--- config.mk ---
export PLATFORM = sky130hd
export DESIGN_NAME = jetp_map
export DESIGN_NICKNAME = d
export VERILOG_FILES = /design/src/design/julia_escape_time_pixel_defines.svh /design/src/design/jetp_pkg.sv /design/src/design/jetp_map.sv
export SDC_FILE = /design/constraint.sdc
export NUM_CORES = 1
export LEC_CHECK = 0
export ABC_AREA = 1
export BUFFER_PORTS_ARGS = -buffer_cell sky130_fd_sc_hd__buf_2
export CAP_MARGIN = 20
export CORE_UTILIZATION = 40
export DETAILED_ROUTE_END_ITERATION = 10
export PLACE_DENSITY = 0.55
export SYNTH_ARGS = -nofsm -noshare
export SYNTH_HDL_FRONTEND = slang
export SYNTH_SLANG_ARGS = --single-unit
--- constraint.sdc ---
create_clock -name aclk -period 9.55 [get_ports aclk]
set_input_delay 0.4775 -clock aclk [delete_from_list [all_inputs] [get_ports aclk]]
set_output_delay 0.4775 -clock aclk [all_outputs]
set_load 0.01 [all_outputs]
--- src/design/julia_escape_time_pixel_defines.svh ---
// Assertion macros for the Julia escape-time pixel engine.
// Used by the top level only; no other dependencies.
`ifndef JULIA_ESCAPE_TIME_PIXEL_DEFINES_SVH
`define JULIA_ESCAPE_TIME_PIXEL_DEFINES_SVH
`ifndef SYNTHESIS
`define JETP_ASSERT_IMP(label, clk, rstn, ante, cons) \
    label: assert property (@(posedge clk) disable iff (!rstn) (ante) |-> (cons)) \
        else $error("assertion failed");
`define JETP_ASSERT_NXT(label, clk, rstn, ante, cons) \
    label: assert property (@(posedge clk) disable iff (!rstn) (ante) |=> (cons)) \
        else $error("assertion failed");
`else
`define JETP_ASSERT_IMP(label, clk, rstn, ante, cons)
`define JETP_ASSERT_NXT(label, clk, rstn, ante, cons)
`endif
`endif

--- src/design/jetp_pkg.sv ---
// Shared types, constants and helpers of the Julia escape-time pixel engine.
// No dependencies.
package jetp_pkg;

    localparam int MAX_ITER   = 24;
    localparam int FRAC_BITS  = 20;
    localparam int W          = 24;
    localparam int STEP_W     = 21;
    localparam int PIX_W      = 10;
    localparam int CNT_OUT_W  = 5;
    localparam int BRIGHT_W   = 8;
    localparam int CNT_W      = $clog2(MAX_ITER + 1);
    localparam int PROD_W     = 2 * W;
    localparam int SH_W       = PROD_W - FRAC_BITS;
    localparam int CELL_SUM_W = (SH_W + 3 > FRAC_BITS + 4) ? SH_W + 3 : FRAC_BITS + 4;
    localparam int MAP_SUM_W  = PIX_W + STEP_W + 2;
    localparam int SAT_W      = (CELL_SUM_W > MAP_SUM_W) ? CELL_SUM_W : MAP_SUM_W;
    localparam int CFG_IDX_W  = 3;
    localparam int BRIGHT_SH  = 24;
    localparam longint BRIGHT_MUL = ((longint'(1) <<< BRIGHT_SH) + MAX_ITER - 1) / MAX_ITER;

    localparam logic [CFG_IDX_W-1:0] REG_C_REAL     = 3'd0;
    localparam logic [CFG_IDX_W-1:0] REG_C_IMAG     = 3'd1;
    localparam logic [CFG_IDX_W-1:0] REG_LEFT_EDGE  = 3'd2;
    localparam logic [CFG_IDX_W-1:0] REG_TOP_EDGE   = 3'd3;
    localparam logic [CFG_IDX_W-1:0] REG_PIXEL_STEP = 3'd4;

    localparam logic signed [W-1:0] RST_LEFT_EDGE  = -24'sd2621440;
    localparam logic signed [W-1:0] RST_TOP_EDGE   = 24'sd1572864;
    localparam logic [STEP_W-1:0]   RST_PIXEL_STEP = 21'd6554;

    localparam logic signed [SAT_W-1:0] SAT_MAX = SAT_W'((64'sd1 <<< (W - 1)) - 1);
    localparam logic signed [SAT_W-1:0] SAT_MIN = -SAT_W'(64'sd1 <<< (W - 1));
    localparam logic signed [CELL_SUM_W-1:0] ESC_LIMIT = CELL_SUM_W'(64'sd4 <<< FRAC_BITS);

    typedef struct packed {
        logic [PIX_W-1:0] column;
        logic [PIX_W-1:0] row;
    } jetp_in_t;

    typedef struct packed {
        logic [CNT_OUT_W-1:0] escape_count;
        logic [BRIGHT_W-1:0]  brightness;
    } jetp_out_t;

    typedef struct packed {
        logic signed [W-1:0] x;
        logic signed [W-1:0] y;
        logic [CNT_W-1:0]    count;
        logic                done;
    } jetp_z_t;

    function automatic logic signed [W-1:0] sat_w(input logic signed [SAT_W-1:0] v);
        logic signed [W-1:0] r;
        if (v > SAT_MAX) r = SAT_MAX[W-1:0];
        else if (v < SAT_MIN) r = SAT_MIN[W-1:0];
        else r = v[W-1:0];
        return r;
    endfunction

    // reciprocal multiply, exact for counts up to MAX_ITER
    function automatic logic [BRIGHT_W-1:0] bright(input logic [CNT_W-1:0] cnt);
        logic [CNT_W+8:0] p;
        logic [CNT_W+8+BRIGHT_SH:0] q;
        p = (CNT_W + 9)'(cnt) * (CNT_W + 9)'(255);
        q = (CNT_W + 9 + BRIGHT_SH)'(p) * (CNT_W + 9 + BRIGHT_SH)'(BRIGHT_MUL);
        return BRIGHT_W'(q >> BRIGHT_SH);
    endfunction

endpackage

--- src/design/jetp_map.sv ---
// Entry stage: maps pixel column/row to the starting point of the orbit.
// Depends on jetp_pkg.
module jetp_map (
    input  logic                          aclk,
    input  logic                          aresetn,
    input  logic                          en,
    input  logic                          in_valid,
    input  jetp_pkg::jetp_in_t            pix,
    input  logic signed [jetp_pkg::W-1:0] left_edge,
    input  logic signed [jetp_pkg::W-1:0] top_edge,
    input  logic [jetp_pkg::STEP_W-1:0]   pixel_step,
    output logic                          out_valid,
    output jetp_pkg::jetp_z_t             z_out
);
    import jetp_pkg::*;

    logic [PIX_W+STEP_W-1:0] col_off, row_off;
    logic signed [MAP_SUM_W-1:0] x_full, y_full;
    logic valid_reg;
    jetp_z_t z_reg;

    assign col_off = (PIX_W + STEP_W)'(pix.column) * (PIX_W + STEP_W)'(pixel_step);
    assign row_off = (PIX_W + STEP_W)'(pix.row) * (PIX_W + STEP_W)'(pixel_step);
    assign x_full  = MAP_SUM_W'(left_edge) + $signed(MAP_SUM_W'(col_off));
    assign y_full  = MAP_SUM_W'(top_edge) - $signed(MAP_SUM_W'(row_off));

    always_ff @(posedge aclk) begin
        if (!aresetn) begin
            valid_reg <= 1'b0;
        end else if (en) begin
            valid_reg <= in_valid;
        end
        if (en) begin
            z_reg.x     <= sat_w(SAT_W'(x_full));
            z_reg.y     <= sat_w(SAT_W'(y_full));
            z_reg.count <= '0;
            z_reg.done  <= 1'b0;
        end
    end

    assign out_valid = valid_reg;
    assign z_out     = z_reg;
endmodule

# Yosys cells after proc, flatten, opt, wreduce, memory -nomap -nowiden

Index checks and enable logic that the tools add are counted.

Flip-flop bits (word level): 49
Output and inout bits: 55
Word-level logic and storage cells: 13

$lt $le $gt $ge: 4
Multipliers: 2
Multiplexer cells: 2
$add $sub $neg: 2

Operators with widths:

| operator                                                                           | number |
|---|---|
| 33-bit by 24-bit greater-than comparator with 1-bit output (second input constant) | 2 |
| 33-bit by 24-bit < comparator with 1-bit output (second input constant)            | 2 |
| 10-bit by 21-bit multiplier with 31-bit output                                     | 2 |
| 24-bit 2-to-1 mux                                                                  | 2 |
| 24-bit by 32-bit adder with 33-bit output                                          | 1 |
| 24-bit by 32-bit subtractor with 33-bit output                                     | 1 |

# Longest topological paths before layout

Depth in word-level cells: 4
Depth in mapped cells: 41

# Worst setup path after synthesis

OpenSTA, ideal clock, no wires.

Path type: input to register
From: input port pix[9] in the netlist's numbering
To: register z_reg, in the netlist z_out[10], data pin
Path buffers: 2
Arrival: 6602 ps
Library setup time: 252 ps
Path slack: 2695 ps
Stages: 34
Path through: clkbuf_1 nand2_1 fa_1 fa_1 inv_1 fa_1 fa_1 inv_1 fa_1 inv_1 ha_1 a21oi_1 o21ai_0 a21oi_1 o21ai_0 a21oi_1 o21ai_0 xnor2_1 ha_1 nand2_1 nor2_1 inv_1 nor2_1 and3_1 nand2_1 nand2_1 nand2_1 nand2_1 nand3_1 nor2_1 nand3_1 nand2_2 buf_6 nand2_1

Word-level cells in the longest chain between the ends: 4
Elaborated cells on any way between the ends: 5
Those cells by class: 1 x add/sub; 1 x mul; 2 x order compare; 1 x mux

RTL lines:

| element                                          | RTL line       | text |
|---|---|---|
| from (decl)                                      | jetp_map.sv:8  | `input jetp_pkg::jetp_in_t pix,` |
| 10-bit by 21-bit multiplier with 31-bit output * | jetp_map.sv:23 | `assign row_off = (PIX_W + STEP_W)'(pix.row) * (PIX_W + STEP_W)'(pixel_step);` |
| 24-bit by 32-bit subtractor with 33-bit output * | jetp_map.sv:25 | `assign y_full = MAP_SUM_W'(top_edge) - $signed(MAP_SUM_W'(row_off));` |
| 33-bit by 24-bit < comparator with 1-bit output  | jetp_pkg.sv:56 | `else if (v < SAT_MIN) r = SAT_MIN[W-1:0];` |
| 24-bit 2-to-1 mux                                | jetp_pkg.sv:56 |  |
| to (decl)                                        | jetp_map.sv:20 | `jetp_z_t z_reg;` |

Every way passes the cells marked *; elsewhere a longest branch is shown, timed or not.
A chain may end at the register's enable or synchronous reset.

# Worst setup path in the final report

From: input port pix[9] in the netlist's numbering
To: register z_reg, in the netlist z_out[26], data pin

Same word-level chain as after synthesis.

==> impl_metrics.toml <==
[status]
status = "finished, final reports clean"

[hold_path]
hold_path.class = "in2reg"
hold_path.startpoint = "in_valid"
min_path_cells = 3
holdPathEnd = "out_valid"

[sta]
layout_setup_ws_ns = 1.87
period_share_pct = 80.4
max_freq_mhz = 130
final.min_clock_period_ns = 7.68
worst_slew_pin_slew_ns = 0.832
finalMaxSlewViolations = 0
tns_ns = 0
hold_viol = 0
setup_viol = 0
slew_headroom_pct = 43.9
fin_skew_ns = 0
rsz0062_at_grt = "false"

[synth]
synth_area_sq_um = 20500
ys_types = 45
synth.area.top_cells = "fa_1 29%, nand2_1 19%, inv_1 14%, ha_1 12%, edfxtp_1 7.0%"
synth_cells = 3033
synth_top_area_share_pct = 29.4
yosys_warnings = 0
synth.largest_area_cell = "fa_1"
yosysSeqAreaShare_pct = 7.11
synth-seq-cells = 49
syn_area_per_cell_sq_um = 6.77

[drt]
totalWireLength_microns = 56000
drtAntennaViolNets = 0
dr_total_vias = 18012
post_drt_wl_per_cell_microns = 14.9
remaining_drc_errors = 0
dr.pass1.iters = 7
drt_iter0_drc = 1214
vias_per_cell = 4.79

[critical_path]
ff2ff_path_depth = 2
crit_fanout = 23
slowest_stage = "fa_1"
r2r_slack_ns = 8.91
critPathMaxStageDelay_ns = 0.55
path_class = "in2reg"
start_kind = "input port"
crit_top_cell = "nand2_1"
crit_family = "adder cells"
rr_endpoint = "out_valid"
end_kind = "flip-flop"
critical_path_buf_inv_count = 5
reg2reg_from = "out_valid"
cp.required_ns = 9.58
cp.arrival_ns = 7.71

[final_layout]
layout.nets = 3687
num-fill-cells = 5374
final_core_util_pct = 43.3
layout-drive-gt1-share_pct = 5.76
diodes = 0
syn_to_final_growth_pct = 6.26
final_common_cell = "nand2_1"
most-common-layout-cells = "1031 x nand2_1, 777 x inv_1, 302 x fa_1, 201 x ha_1, 149 x nor2_1"

[cts]
clock_path_buffers = 2
clock_sink_count = 49
clkLatencyLatePin_ns = 0.29
cts_setup_buffers = 0
cts.clk_slew.worst_paths_ns = 0.06
cts_tree = "yes"
cts_root_buf = "clkbuf_16"
cts-resized-gates = 0
numCtsBuffers = 5
holdBufCountCts = 0
h-tree-depth = 2

[floorplanning]
fp.dieH_microns = 229
die_width_microns = 229
fp-row-count = 82
coreArea_sq_um = 50400
dieArea_sq_um = 52300
initial_utilization_pct = 40.8
ios = 148

[placement]
port_buffers = 141
place_ws_ns = 1.59
routabilityCongestion = 0.932
hpwlAfterDp_microns = 47500

[grt]
grt_start_max_net_pins = 51
grt_remaining_overflow = 0
antenna_found_initial = 1
track_usage_pct = 22.0
grt_pass1_vias = 18243
grt_pass1_wl_microns = 93800

[job]
maxCapViolCount = 0
[cell usage after synthesis, drive strengths merged]
cell,number
nor2,153
inv,780
a21o,9
xnor2,36
fa,302
or3,1
nand2,1043
nor4,4
a21boi,3
clkinv,1
and2,4
nand4,15
nor3,13
ha,201
a211oi,1
nand3b,5
nand3,67
a221oi,2
edfxtp,48
a31oi,18
o211ai,3
o21a,1
buf,14
clkbuf,82
o2111a,1
dfxtp,1
xor2,59
o21bai,12
and3,3
o31ai,2
a21oi,106
o21ai,41
a22oi,1
conb,1
[sequential cells by signal, summed over array words and instances, names as in the netlist]
name	flops
out_valid	1
z_out	48
[per-layer routing]
layer | vias up | wire, microns | track usage (%)
met3 | 30 | 2160 | 0.736
met2 | 397 | 24400 | 35.1
li1 | 8979 | - | -
met4 | 2 | 495 | 3.29
met5 | - | 13 | 0
met1 | 8604 | 29000 | 33.6
[cell families after synthesis]
logic type	Yosys count	synth area share, %
xor gates and xnor gates	95	4.09
AOI/OAI and AO/OA	200	5.49
adders and majority gates	503	41.7
other	1	0.0183
DFF	49	7.11
buffers and inverters	877	16.4
and+or+nand+nor	1308	25.2
[worst max path at each step]
| stage | cells after the start | startpoint | endpoint | slack, ns |
|---|---|---|---|---|
| global route | 36 | pix[2] | z_out[26] | 1.29 |
| detailed placement | 33 | pix[6] | z_out[26] | 1.59 |
| finish | 33 | pix[9] | z_out[26] | 1.87 |
| CTS | 33 | pix[6] | z_out[26] | 1.90 |
| global placement | 35 | pixel_step[5] | z_out[6] | 1.59 |
| floorplan | 34 | pix[9] | z_out[10] | 2.70 |
[metrics by stage]
stage,std cells,cell area [sq um],hold slack [ns]
2_1_floorplan,3038,20600,0.555
5_1_grt,3764,21800,0.429
4_1_cts,3763,21800,0.399
3_5_place_dp,3755,21700,0.546
6_report,3764,21800,0.412
3_3_place_gp,3755,21700,0.516
[worst reg2reg max path, stage by stage, from the launching register on]
cell     delay [ns]
dfxtp_1        0.31
o21ai_0        0.17
a21oi_1        0.05
[cell type report]
| cell class | instances | area [sq um] | area share (%) |
|---|---|---|---|
| Clock buffer | 6 | 129 | 0.590 |
| Clock inverter | 2 | 15.0 | 0.0688 |
| Inverter | 781 | 2930 | 13.4 |
| Multi-Input combinational cell | 2112 | 15700 | 72.0 |
| Sequential cell | 49 | 1460 | 6.69 |
| Tap cell | 672 | 841 | 3.85 |
| Timing Repair Buffer | 142 | 726 | 3.32 |
Power is not shown: default switching activity piles up to over one toggle a cycle in this logic, so the estimate is an artifact.
