[src/design/julia_escape_time_pixel_defines.svh]
// Assertion macros for the Julia escape-time pixel engine.
// Used by the top level only; no other dependencies.
`ifndef JULIA_ESCAPE_TIME_PIXEL_DEFINES_SVH
`define JULIA_ESCAPE_TIME_PIXEL_DEFINES_SVH
`ifndef SYNTHESIS
`define JETP_ASSERT_IMP(label, clk, rstn, ante, cons) \
    label: assert property (@(posedge clk) disable iff (!rstn) (ante) |-> (cons)) \
        else $error("assertion failed");
`define JETP_ASSERT_NXT(label, clk, rstn, ante, cons) \
    label: assert property (@(posedge clk) disable iff (!rstn) (ante) |=> (cons)) \
        else $error("assertion failed");
`else
`define JETP_ASSERT_IMP(label, clk, rstn, ante, cons)
`define JETP_ASSERT_NXT(label, clk, rstn, ante, cons)
`endif
`endif

[src/design/jetp_pkg.sv]
// Shared types, constants and helpers of the Julia escape-time pixel engine.
// No dependencies.
package jetp_pkg;

    localparam int MAX_ITER   = 24;
    localparam int FRAC_BITS  = 20;
    localparam int W          = 24;
    localparam int STEP_W     = 21;
    localparam int PIX_W      = 10;
    localparam int CNT_OUT_W  = 5;
    localparam int BRIGHT_W   = 8;
    localparam int CNT_W      = $clog2(MAX_ITER + 1);
    localparam int PROD_W     = 2 * W;
    localparam int SH_W       = PROD_W - FRAC_BITS;
    localparam int CELL_SUM_W = (SH_W + 3 > FRAC_BITS + 4) ? SH_W + 3 : FRAC_BITS + 4;
    localparam int MAP_SUM_W  = PIX_W + STEP_W + 2;
    localparam int SAT_W      = (CELL_SUM_W > MAP_SUM_W) ? CELL_SUM_W : MAP_SUM_W;
    localparam int CFG_IDX_W  = 3;
    localparam int BRIGHT_SH  = 24;
    localparam longint BRIGHT_MUL = ((longint'(1) <<< BRIGHT_SH) + MAX_ITER - 1) / MAX_ITER;

    localparam logic [CFG_IDX_W-1:0] REG_C_REAL     = 3'd0;
    localparam logic [CFG_IDX_W-1:0] REG_C_IMAG     = 3'd1;
    localparam logic [CFG_IDX_W-1:0] REG_LEFT_EDGE  = 3'd2;
    localparam logic [CFG_IDX_W-1:0] REG_TOP_EDGE   = 3'd3;
    localparam logic [CFG_IDX_W-1:0] REG_PIXEL_STEP = 3'd4;

    localparam logic signed [W-1:0] RST_LEFT_EDGE  = -24'sd2621440;
    localparam logic signed [W-1:0] RST_TOP_EDGE   = 24'sd1572864;
    localparam logic [STEP_W-1:0]   RST_PIXEL_STEP = 21'd6554;

    localparam logic signed [SAT_W-1:0] SAT_MAX = SAT_W'((64'sd1 <<< (W - 1)) - 1);
    localparam logic signed [SAT_W-1:0] SAT_MIN = -SAT_W'(64'sd1 <<< (W - 1));
    localparam logic signed [CELL_SUM_W-1:0] ESC_LIMIT = CELL_SUM_W'(64'sd4 <<< FRAC_BITS);

    typedef struct packed {
        logic [PIX_W-1:0] column;
        logic [PIX_W-1:0] row;
    } jetp_in_t;

    typedef struct packed {
        logic [CNT_OUT_W-1:0] escape_count;
        logic [BRIGHT_W-1:0]  brightness;
    } jetp_out_t;

    typedef struct packed {
        logic signed [W-1:0] x;
        logic signed [W-1:0] y;
        logic [CNT_W-1:0]    count;
        logic                done;
    } jetp_z_t;

    function automatic logic signed [W-1:0] sat_w(input logic signed [SAT_W-1:0] v);
        logic signed [W-1:0] r;
        if (v > SAT_MAX) r = SAT_MAX[W-1:0];
        else if (v < SAT_MIN) r = SAT_MIN[W-1:0];
        else r = v[W-1:0];
        return r;
    endfunction

    // reciprocal multiply, exact for counts up to MAX_ITER
    function automatic logic [BRIGHT_W-1:0] bright(input logic [CNT_W-1:0] cnt);
        logic [CNT_W+8:0] p;
        logic [CNT_W+8+BRIGHT_SH:0] q;
        p = (CNT_W + 9)'(cnt) * (CNT_W + 9)'(255);
        q = (CNT_W + 9 + BRIGHT_SH)'(p) * (CNT_W + 9 + BRIGHT_SH)'(BRIGHT_MUL);
        return BRIGHT_W'(q >> BRIGHT_SH);
    endfunction

endpackage

[src/design/jetp_cell.sv]
// One iteration cell: escape test and z = z^2 + c, registered.
// Depends on jetp_pkg.
module jetp_cell (
    input  logic                          aclk,
    input  logic                          aresetn,
    input  logic                          en,
    input  logic                          in_valid,
    input  jetp_pkg::jetp_z_t             z_in,
    input  logic signed [jetp_pkg::W-1:0] c_real,
    input  logic signed [jetp_pkg::W-1:0] c_imag,
    output logic                          out_valid,
    output jetp_pkg::jetp_z_t             z_out
);
    import jetp_pkg::*;

    logic signed [PROD_W-1:0] pxx, pyy, pxy;
    logic signed [SH_W-1:0] xx, yy;
    logic signed [SH_W:0] xy2;
    logic signed [CELL_SUM_W-1:0] mag, nx_full, ny_full;
    logic escape;
    logic valid_reg;
    jetp_z_t z_reg;

    assign pxx = PROD_W'(z_in.x) * PROD_W'(z_in.x);
    assign pyy = PROD_W'(z_in.y) * PROD_W'(z_in.y);
    assign pxy = PROD_W'(z_in.x) * PROD_W'(z_in.y);
    assign xx  = pxx[PROD_W-1:FRAC_BITS];
    assign yy  = pyy[PROD_W-1:FRAC_BITS];
    assign xy2 = pxy[PROD_W-1:FRAC_BITS-1];

    assign mag     = CELL_SUM_W'(xx) + CELL_SUM_W'(yy);
    assign escape  = mag > ESC_LIMIT;
    assign nx_full = CELL_SUM_W'(xx) - CELL_SUM_W'(yy) + CELL_SUM_W'(c_real);
    assign ny_full = CELL_SUM_W'(xy2) + CELL_SUM_W'(c_imag);

    always_ff @(posedge aclk) begin
        if (!aresetn) begin
            valid_reg <= 1'b0;
        end else if (en) begin
            valid_reg <= in_valid;
        end
        if (en) begin
            if (z_in.done || escape) begin
                z_reg.x     <= z_in.x;
                z_reg.y     <= z_in.y;
                z_reg.count <= z_in.count;
                z_reg.done  <= 1'b1;
            end else begin
                z_reg.x     <= sat_w(SAT_W'(nx_full));
                z_reg.y     <= sat_w(SAT_W'(ny_full));
                z_reg.count <= z_in.count + CNT_W'(1);
                z_reg.done  <= 1'b0;
            end
        end
    end

    assign out_valid = valid_reg;
    assign z_out     = z_reg;
endmodule

[config.mk]
export PLATFORM = sky130hd
export DESIGN_NAME = jetp_cell
export DESIGN_NICKNAME = d
export VERILOG_FILES = /design/src/design/julia_escape_time_pixel_defines.svh /design/src/design/jetp_pkg.sv /design/src/design/jetp_cell.sv
export SDC_FILE = /design/constraint.sdc
export NUM_CORES = 2
export LEC_CHECK = 0
export BUFFER_PORTS_ARGS = -buffer_cell sky130_fd_sc_hd__buf_2
export CAP_MARGIN = 40
export CORE_UTILIZATION = 50
export CTS_CLUSTER_SIZE = 40
export DETAILED_ROUTE_END_ITERATION = 8
export PLACE_DENSITY = 0.66
export SETUP_SLACK_MARGIN = 0.1
export SYNTH_ARGS = -nofsm -noshare
export SYNTH_HDL_FRONTEND = slang
export SYNTH_SLANG_ARGS = --single-unit
[constraint.sdc]
create_clock -name aclk -period 14.6 [get_ports aclk]
set_clock_uncertainty 0.15 [all_clocks]
set_input_delay 0.73 -clock aclk [delete_from_list [all_inputs] [get_ports aclk]]
set_output_delay 0.73 -clock aclk [all_outputs]
set_load 0.005 [all_outputs]
## Word-level counts from Yosys, hierarchy flattened

Index checks and enable logic that the tools add are counted.
W data, S select, Z words.

- Flip-flop bits (word level): 55
- Input port bits: 106
- Output and inout port bits: 55
- Word-level logic and storage cells: 24

- Add/subtract/negate cells: 5
- Multipliers: 3
- $lt $le $gt $ge: 5
- Mux-type cells: 5
- Reduce and logical (&&, ||, !) cells: 1

Operators by type and width:

| operator | number |
|---|---|
| $mul A24 B24 Y48 | 3 |
| $mux W24 | 4 |
| $add A29 B24 Y30 | 2 |
| $gt A30 B24 Y1 const B | 2 |
| $lt A30 B24 Y1 const B | 2 |
| $mux W54 | 1 |
| $add A28 B28 Y29 | 1 |
| $gt A29 B24 Y1 const B | 1 |
| $sub A28 B28 Y29 | 1 |
| $add A5 B1 Y5 const B | 1 |
| $logic_or A1 B1 Y1 | 1 |

## Depth between registers and ports, before layout

- Depth in word-level cells: 7
- Gate-level depth with buffers: 45
- Depth with buffers taken out: 42

## Worst setup path after synthesis

Ideal clock, no wire load.

- Path type: input port to flip-flop
- From: input port z_in[32] (netlist bit)
- To: register z_reg, in the netlist z_out[51] (data pin)
- Library setup time: 0.267 ns
- Arrival time: 10.296 ns
- Data required time: 14.183 ns
- Setup slack: 3.887 ns
- Cell stages on the path: 41
- Buffers on the path: 3
- Cells stage by stage: clkbuf_1 > clkbuf_1 > nand2_1 > fa_1 > fa_1 > inv_1 > fa_1 > fa_1 > inv_1 > fa_1 > inv_1 > fa_1 > inv_1 > fa_1 > inv_1 > ha_1 > a21o_1 > a21o_1 > [... 5 more ...] > nand2b_1 > xor2_1 > inv_1 > fa_1 > inv_1 > ha_1 > o211ai_1 > a21oi_2 > a2111oi_2 > o41ai_2 > a221oi_2 > o21ai_0 > xor2_1 > nor3_1 > and4_1 > o21a_2 > buf_4 > a22oi_1

- Longest elaborated chain between the ends: 7
- Elaborated cells on any way between the ends: 11
- Those cells by class: add/sub (3); mul (1); order compare (3); mux (3); reduce/logical (1)

Ends and longest elaborated chain:

| element | RTL line | RTL |
|---|---|---|
| from (decl) | jetp_cell.sv:8 | `input jetp_pkg::jetp_z_t z_in,` |
| $mul A24 B24 Y48 * | jetp_cell.sv:24 | `assign pxx = PROD_W'(z_in.x) * PROD_W'(z_in.x);` |
| $sub A28 B28 Y29 | jetp_cell.sv:33 | `assign nx_full = CELL_SUM_W'(xx) - CELL_SUM_W'(yy) + CELL_SUM_W'(c_real);` |
| $add A29 B24 Y30 | jetp_cell.sv:33 |  |
| $lt A30 B24 Y1 | jetp_pkg.sv:56 | `else if (v < SAT_MIN) r = SAT_MIN[W-1:0];` |
| $mux W24 | jetp_pkg.sv:56 |  |
| $mux W24 | jetp_pkg.sv:55 | `if (v > SAT_MAX) r = SAT_MAX[W-1:0];` |
| $mux W54 * | jetp_cell.sv:43 | `if (z_in.done \|\| escape) begin` |
| to (decl) | jetp_cell.sv:22 | `jetp_z_t z_reg;` |

Mark *: on every way between the ends. The rest lies on a longest branch, timed or not.
A chain may end at the register's enable or synchronous reset.

## Worst setup path after layout

- From: input port z_in[42] (netlist bit)
- To: register z_reg, in the netlist z_out[30] (data pin)

Same word-level chain as after synthesis.

==> results.txt <==
----------------------------------------------------
[Floorplanning]
  Die area ... around 130000 µm²
  Core area ... between 100000 and 150000 µm²
  # rows ... 131
  Die Ht ... 360.4 µm
  DIE WIDTH ... about 360 µm
  I/O pin count ... 161
  Initial Util ... 0.5036

[Critical path]
  Maximum cell stage delay along the critical path ... about 800 ps
  End point of the critical path ... z_out[30]
  Critical R2R Capture ... out_valid
  Reg-to-Reg Start ... out_valid
  Peak fanout along the critical path ... 34
  CP Data Arrival Time ... 13000 ps
  Critical path start-end classification ... in2reg
  Critical Path Source ... z_in[42]
  Data required time at the worst endpoint ... approximately 15000 ps
  Cell count of the worst reg-to-reg path ... 2
  Type of origin of the critical path ... input port
  Capturing element type of the critical path ... flop
  Slowest stage cell on the critical path ... sky130_fd_sc_hd__a2111oi_0
  FF-to-FF setup slack ... approximately 14000 ps

[Logic synthesis]
  Cell Area, Synth ... around 64000 µm²
  Largest family of logic cells by synthesized area ... adder cells
  Adder-cell share of the synthesized area ... 0.6423
  Flip-flop and latch count after synthesis ... 55
  Xor and xnor area share after synthesis ... 0.02646
  Mux contribution to synthesized area ... 0.001948
  Number of synthesis warnings ... 0
  Average cell area after synthesis ... between 9 and 10 µm²
  Post-synthesis instance total ... between 6000 and 7000
  Top area cells in the synthesized netlist ... sky130_fd_sc_hd__fa_1, sky130_fd_sc_hd__inv_1, sky130_fd_sc_hd__ha_1
  Sequential-to-total area share from yosys stat ... 0.02556
  Main flop type after synthesis ... sky130_fd_sc_hd__edfxtp_1
  Share of Yosys cell area claimed by the top area cell type ... 0.5449
  Most area-hungry cell type in the Yosys netlist ... sky130_fd_sc_hd__fa_1
  Compound-cell area share of the yosys netlist ... 0.05331
  Count of flip-flops with a built-in enable after synthesis ... between 50 and 60
  Async set-reset flop share out of synthesis ... 0
  Count of different cell masters after synthesis ... 84
  Post-Syn Nets ... between 9000 and 10000
  Synth Area in Simple Gates ... 0.1194

[Clocking]
  CTS root buf ... sky130_fd_sc_hd__clkbuf_16
  Post-CTS Setup Repair Bufs ... 0
  CTS Hold Buffers Added ... 0
  Clock-pin slew reported for the worst setup and hold paths after clock tree synthesis ... around 110 ps
  Clock tree from TritonCTS ... yes
  Resized cells post-CTS ... 0
  Number of buffers between clock root and the deepest sink ... 2
  Clock latency on the worst-skew pair ... 360 ps
  Inserted Clock Buffers ... 5
  Level count of the clock H-tree ... 2
  TritonCTS Sinks ... 55

[Run status]
  Run status ... completed

[Detailed routing]
  Via density per instance ... between 5 and 6
  Violation count after the first detailed-route iteration ... approximately 2800
  Detailed-routing iteration count for the pre-antenna-repair pass ... 6
  Count of antenna-violating nets left after detailed routing ... 0
  Total wire length after detailed routing ... ~170000 µm
  Number of remaining DRC errors ... 0
  Final routed wire length divided by cell count ... around 20 µm
  Vias after detailed routing ... roughly 45000

[Global route]
  Wire length of the first global-routing pass ... roughly 280000 µm
  Vias in the first global route ... a little over 50000
  Maximum number of pins on one net before global-route repair ... 64
  Number of antenna violations at the first check in global routing ... 10
  Global-route total usage across every layer ... 0.2800
  Total grt overflow ... 0

[Timing]
  Setup total negative slack ... 0 ps
  Maximum clock frequency ... around 0.076 GHz
  Fraction of the cycle the final worst path needs ... 0.8964
  Slew at the pin closest to its max-slew limit ... a little under 1000 ps
  Final slew viol count ... 0
  Final critical delay including setup and external delays ... roughly 13000 ps
  Final-report hold violation count ... 0
  Setup repair after global routing missed its margin ... no
  Setup violations, final ... 0
  Worst relative slew slack ... 0.3600

[Cells and area]
  Synthesis-to-layout area growth ... 4.090%
  Share of the core filled with cells in the final layout ... 0.5242
  Net count of the finished layout ... 9214
  Share of final-layout standard cells stronger than drive strength 1 ... 0.04373

[Placement]
  Routability congestion estimate ... approximately 0.95
  DP HPWL ... around 140000 µm
  Number of input and output port buffers inserted ... 160

[Job]
  Max-cap check violation count ... 0

[Hold path]
  Hold Crit Class ... reg2reg

----------------------------------------------------
[layout make-up]
cell class	instances	area [µm²]
antenna	2	5.005
sequential	55	1642
timing repair buffer	241	1488
fill	11775	60670
tap	1662	2079
multi-input combinational	4610	54180
clock inverter	3	20.02
inverter	1947	7308
clock buffer	5	125.1
[stage by stage]
step	setup slack, ps	cell area, µm²	hold slack (ps)	std cells
after floorplan	3887	64220	357.3	6889
after global placement	1312	66550	344.2	8506
after detailed placement	1455	66680	354.7	8514
after CTS	1770	66830	390.8	8522
after global routing	1059	66840	455.1	8524
final	1513	66850	389.6	8525
[registers in the layout (all words and copies together) (netlist names)]
name       flops
z_out         54
out_valid      1
[metal layers]
metal,vias to the layer above,part of all wire,track usage,wire length [µm]
li1,19941,-,-,-
met5,-,0.00024,0,41
met4,6,0.036,0.08377,6137
met1,23593,0.40,0.3738,68980
met2,1436,0.49,0.4735,83560
met3,227,0.072,0.04051,12300
[synthesized netlist by cell type (8+ instances only)]
cell	number
sky130_fd_sc_hd__o21a_1	28
sky130_fd_sc_hd__edfxtp_1	54
sky130_fd_sc_hd__nand2_1	816
sky130_fd_sc_hd__a22oi_1	14
sky130_fd_sc_hd__nor2b_1	52
sky130_fd_sc_hd__a31o_2	8
sky130_fd_sc_hd__a31oi_1	14
sky130_fd_sc_hd__o211ai_1	13
sky130_fd_sc_hd__or3_1	9
sky130_fd_sc_hd__and3_1	13
sky130_fd_sc_hd__a211oi_1	8
sky130_fd_sc_hd__and4_1	8
sky130_fd_sc_hd__ha_1	500
sky130_fd_sc_hd__buf_2	17
sky130_fd_sc_hd__nor2_1	233
sky130_fd_sc_hd__a21oi_1	160
sky130_fd_sc_hd__nand3_1	34
sky130_fd_sc_hd__xnor2_1	138
sky130_fd_sc_hd__o21ai_0	76
sky130_fd_sc_hd__o21bai_1	18
sky130_fd_sc_hd__fa_1	1748
sky130_fd_sc_hd__a21o_1	66
sky130_fd_sc_hd__xor2_1	56
sky130_fd_sc_hd__o31ai_1	11
sky130_fd_sc_hd__inv_1	1939
sky130_fd_sc_hd__a22oi_2	8
sky130_fd_sc_hd__nand2b_1	39
sky130_fd_sc_hd__mux2i_1	8
sky130_fd_sc_hd__and2_1	355
sky130_fd_sc_hd__nor4_1	9
sky130_fd_sc_hd__clkbuf_1	247
sky130_fd_sc_hd__nand4_1	25
sky130_fd_sc_hd__nor3_1	37
[cells in the final DEF, fill, tap and decap left out, drive strengths merged, types with 9 or more instances in the layout]
| cell type | synthesis | layout |
|---|---|---|
| a211oi | 11 | 11 |
| a21o | 66 | 66 |
| a21oi | 165 | 165 |
| a22oi | 22 | 22 |
| a31oi | 14 | 14 |
| and2 | 356 | 356 |
| and3 | 13 | 13 |
| buf | 30 | 240 |
| edfxtp | 54 | 54 |
| fa | 1748 | 1748 |
| ha | 500 | 500 |
| inv | 1943 | 1943 |
| nand2 | 816 | 816 |
| nand2b | 39 | 39 |
| nand3 | 35 | 35 |
| nand4 | 25 | 25 |
| nor2 | 233 | 233 |
| nor2b | 52 | 52 |
| nor3 | 37 | 37 |
| nor4 | 9 | 9 |
| o211ai | 14 | 14 |
| o21a | 29 | 29 |
| o21ai | 81 | 81 |
| o21bai | 18 | 18 |
| o31ai | 12 | 12 |
| or3 | 9 | 9 |
| xnor2 | 138 | 138 |
| xor2 | 56 | 56 |
[kinds of logic (layout without fill, tap and decap cells)]
| group | count (synthesis) | after routing |
|---|---|---|
| AOI/OAI and AO/OA | 504 | 504 |
| xor gates and xnor gates | 194 | 194 |
| adders and majority gates | 2248 | 2248 |
| buffers and inverters | 2224 | 2196 |
| DFF | 55 | 55 |
| muxes | 12 | 12 |
| other | 0 | 2 |
| and+or+nand+nor | 1652 | 1652 |
[worst min path at each step]
| stage | start | to | depth (start not counted) |
|---|---|---|---|
| 6_report | out_valid | out_valid | 2 |
| 5_1_grt | out_valid | out_valid | 2 |
| 4_1_cts | out_valid | out_valid | 2 |
| 3_5_place_dp | out_valid | out_valid | 2 |
| 3_3_place_gp | out_valid | out_valid | 2 |
| 2_1_floorplan | out_valid | out_valid | 2 |
[critical path: cells and delay by family]
family | cells | cell delay [ps]
compound gates | 17 | 5210
fa+ha+maj | 10 | 4450
buf+inv | 10 | 1410
simple gates | 5 | 970
xor+xnor | 1 | 180
Power is not shown: default switching activity piles up to over one toggle a cycle in this logic, so the estimate is an artifact.
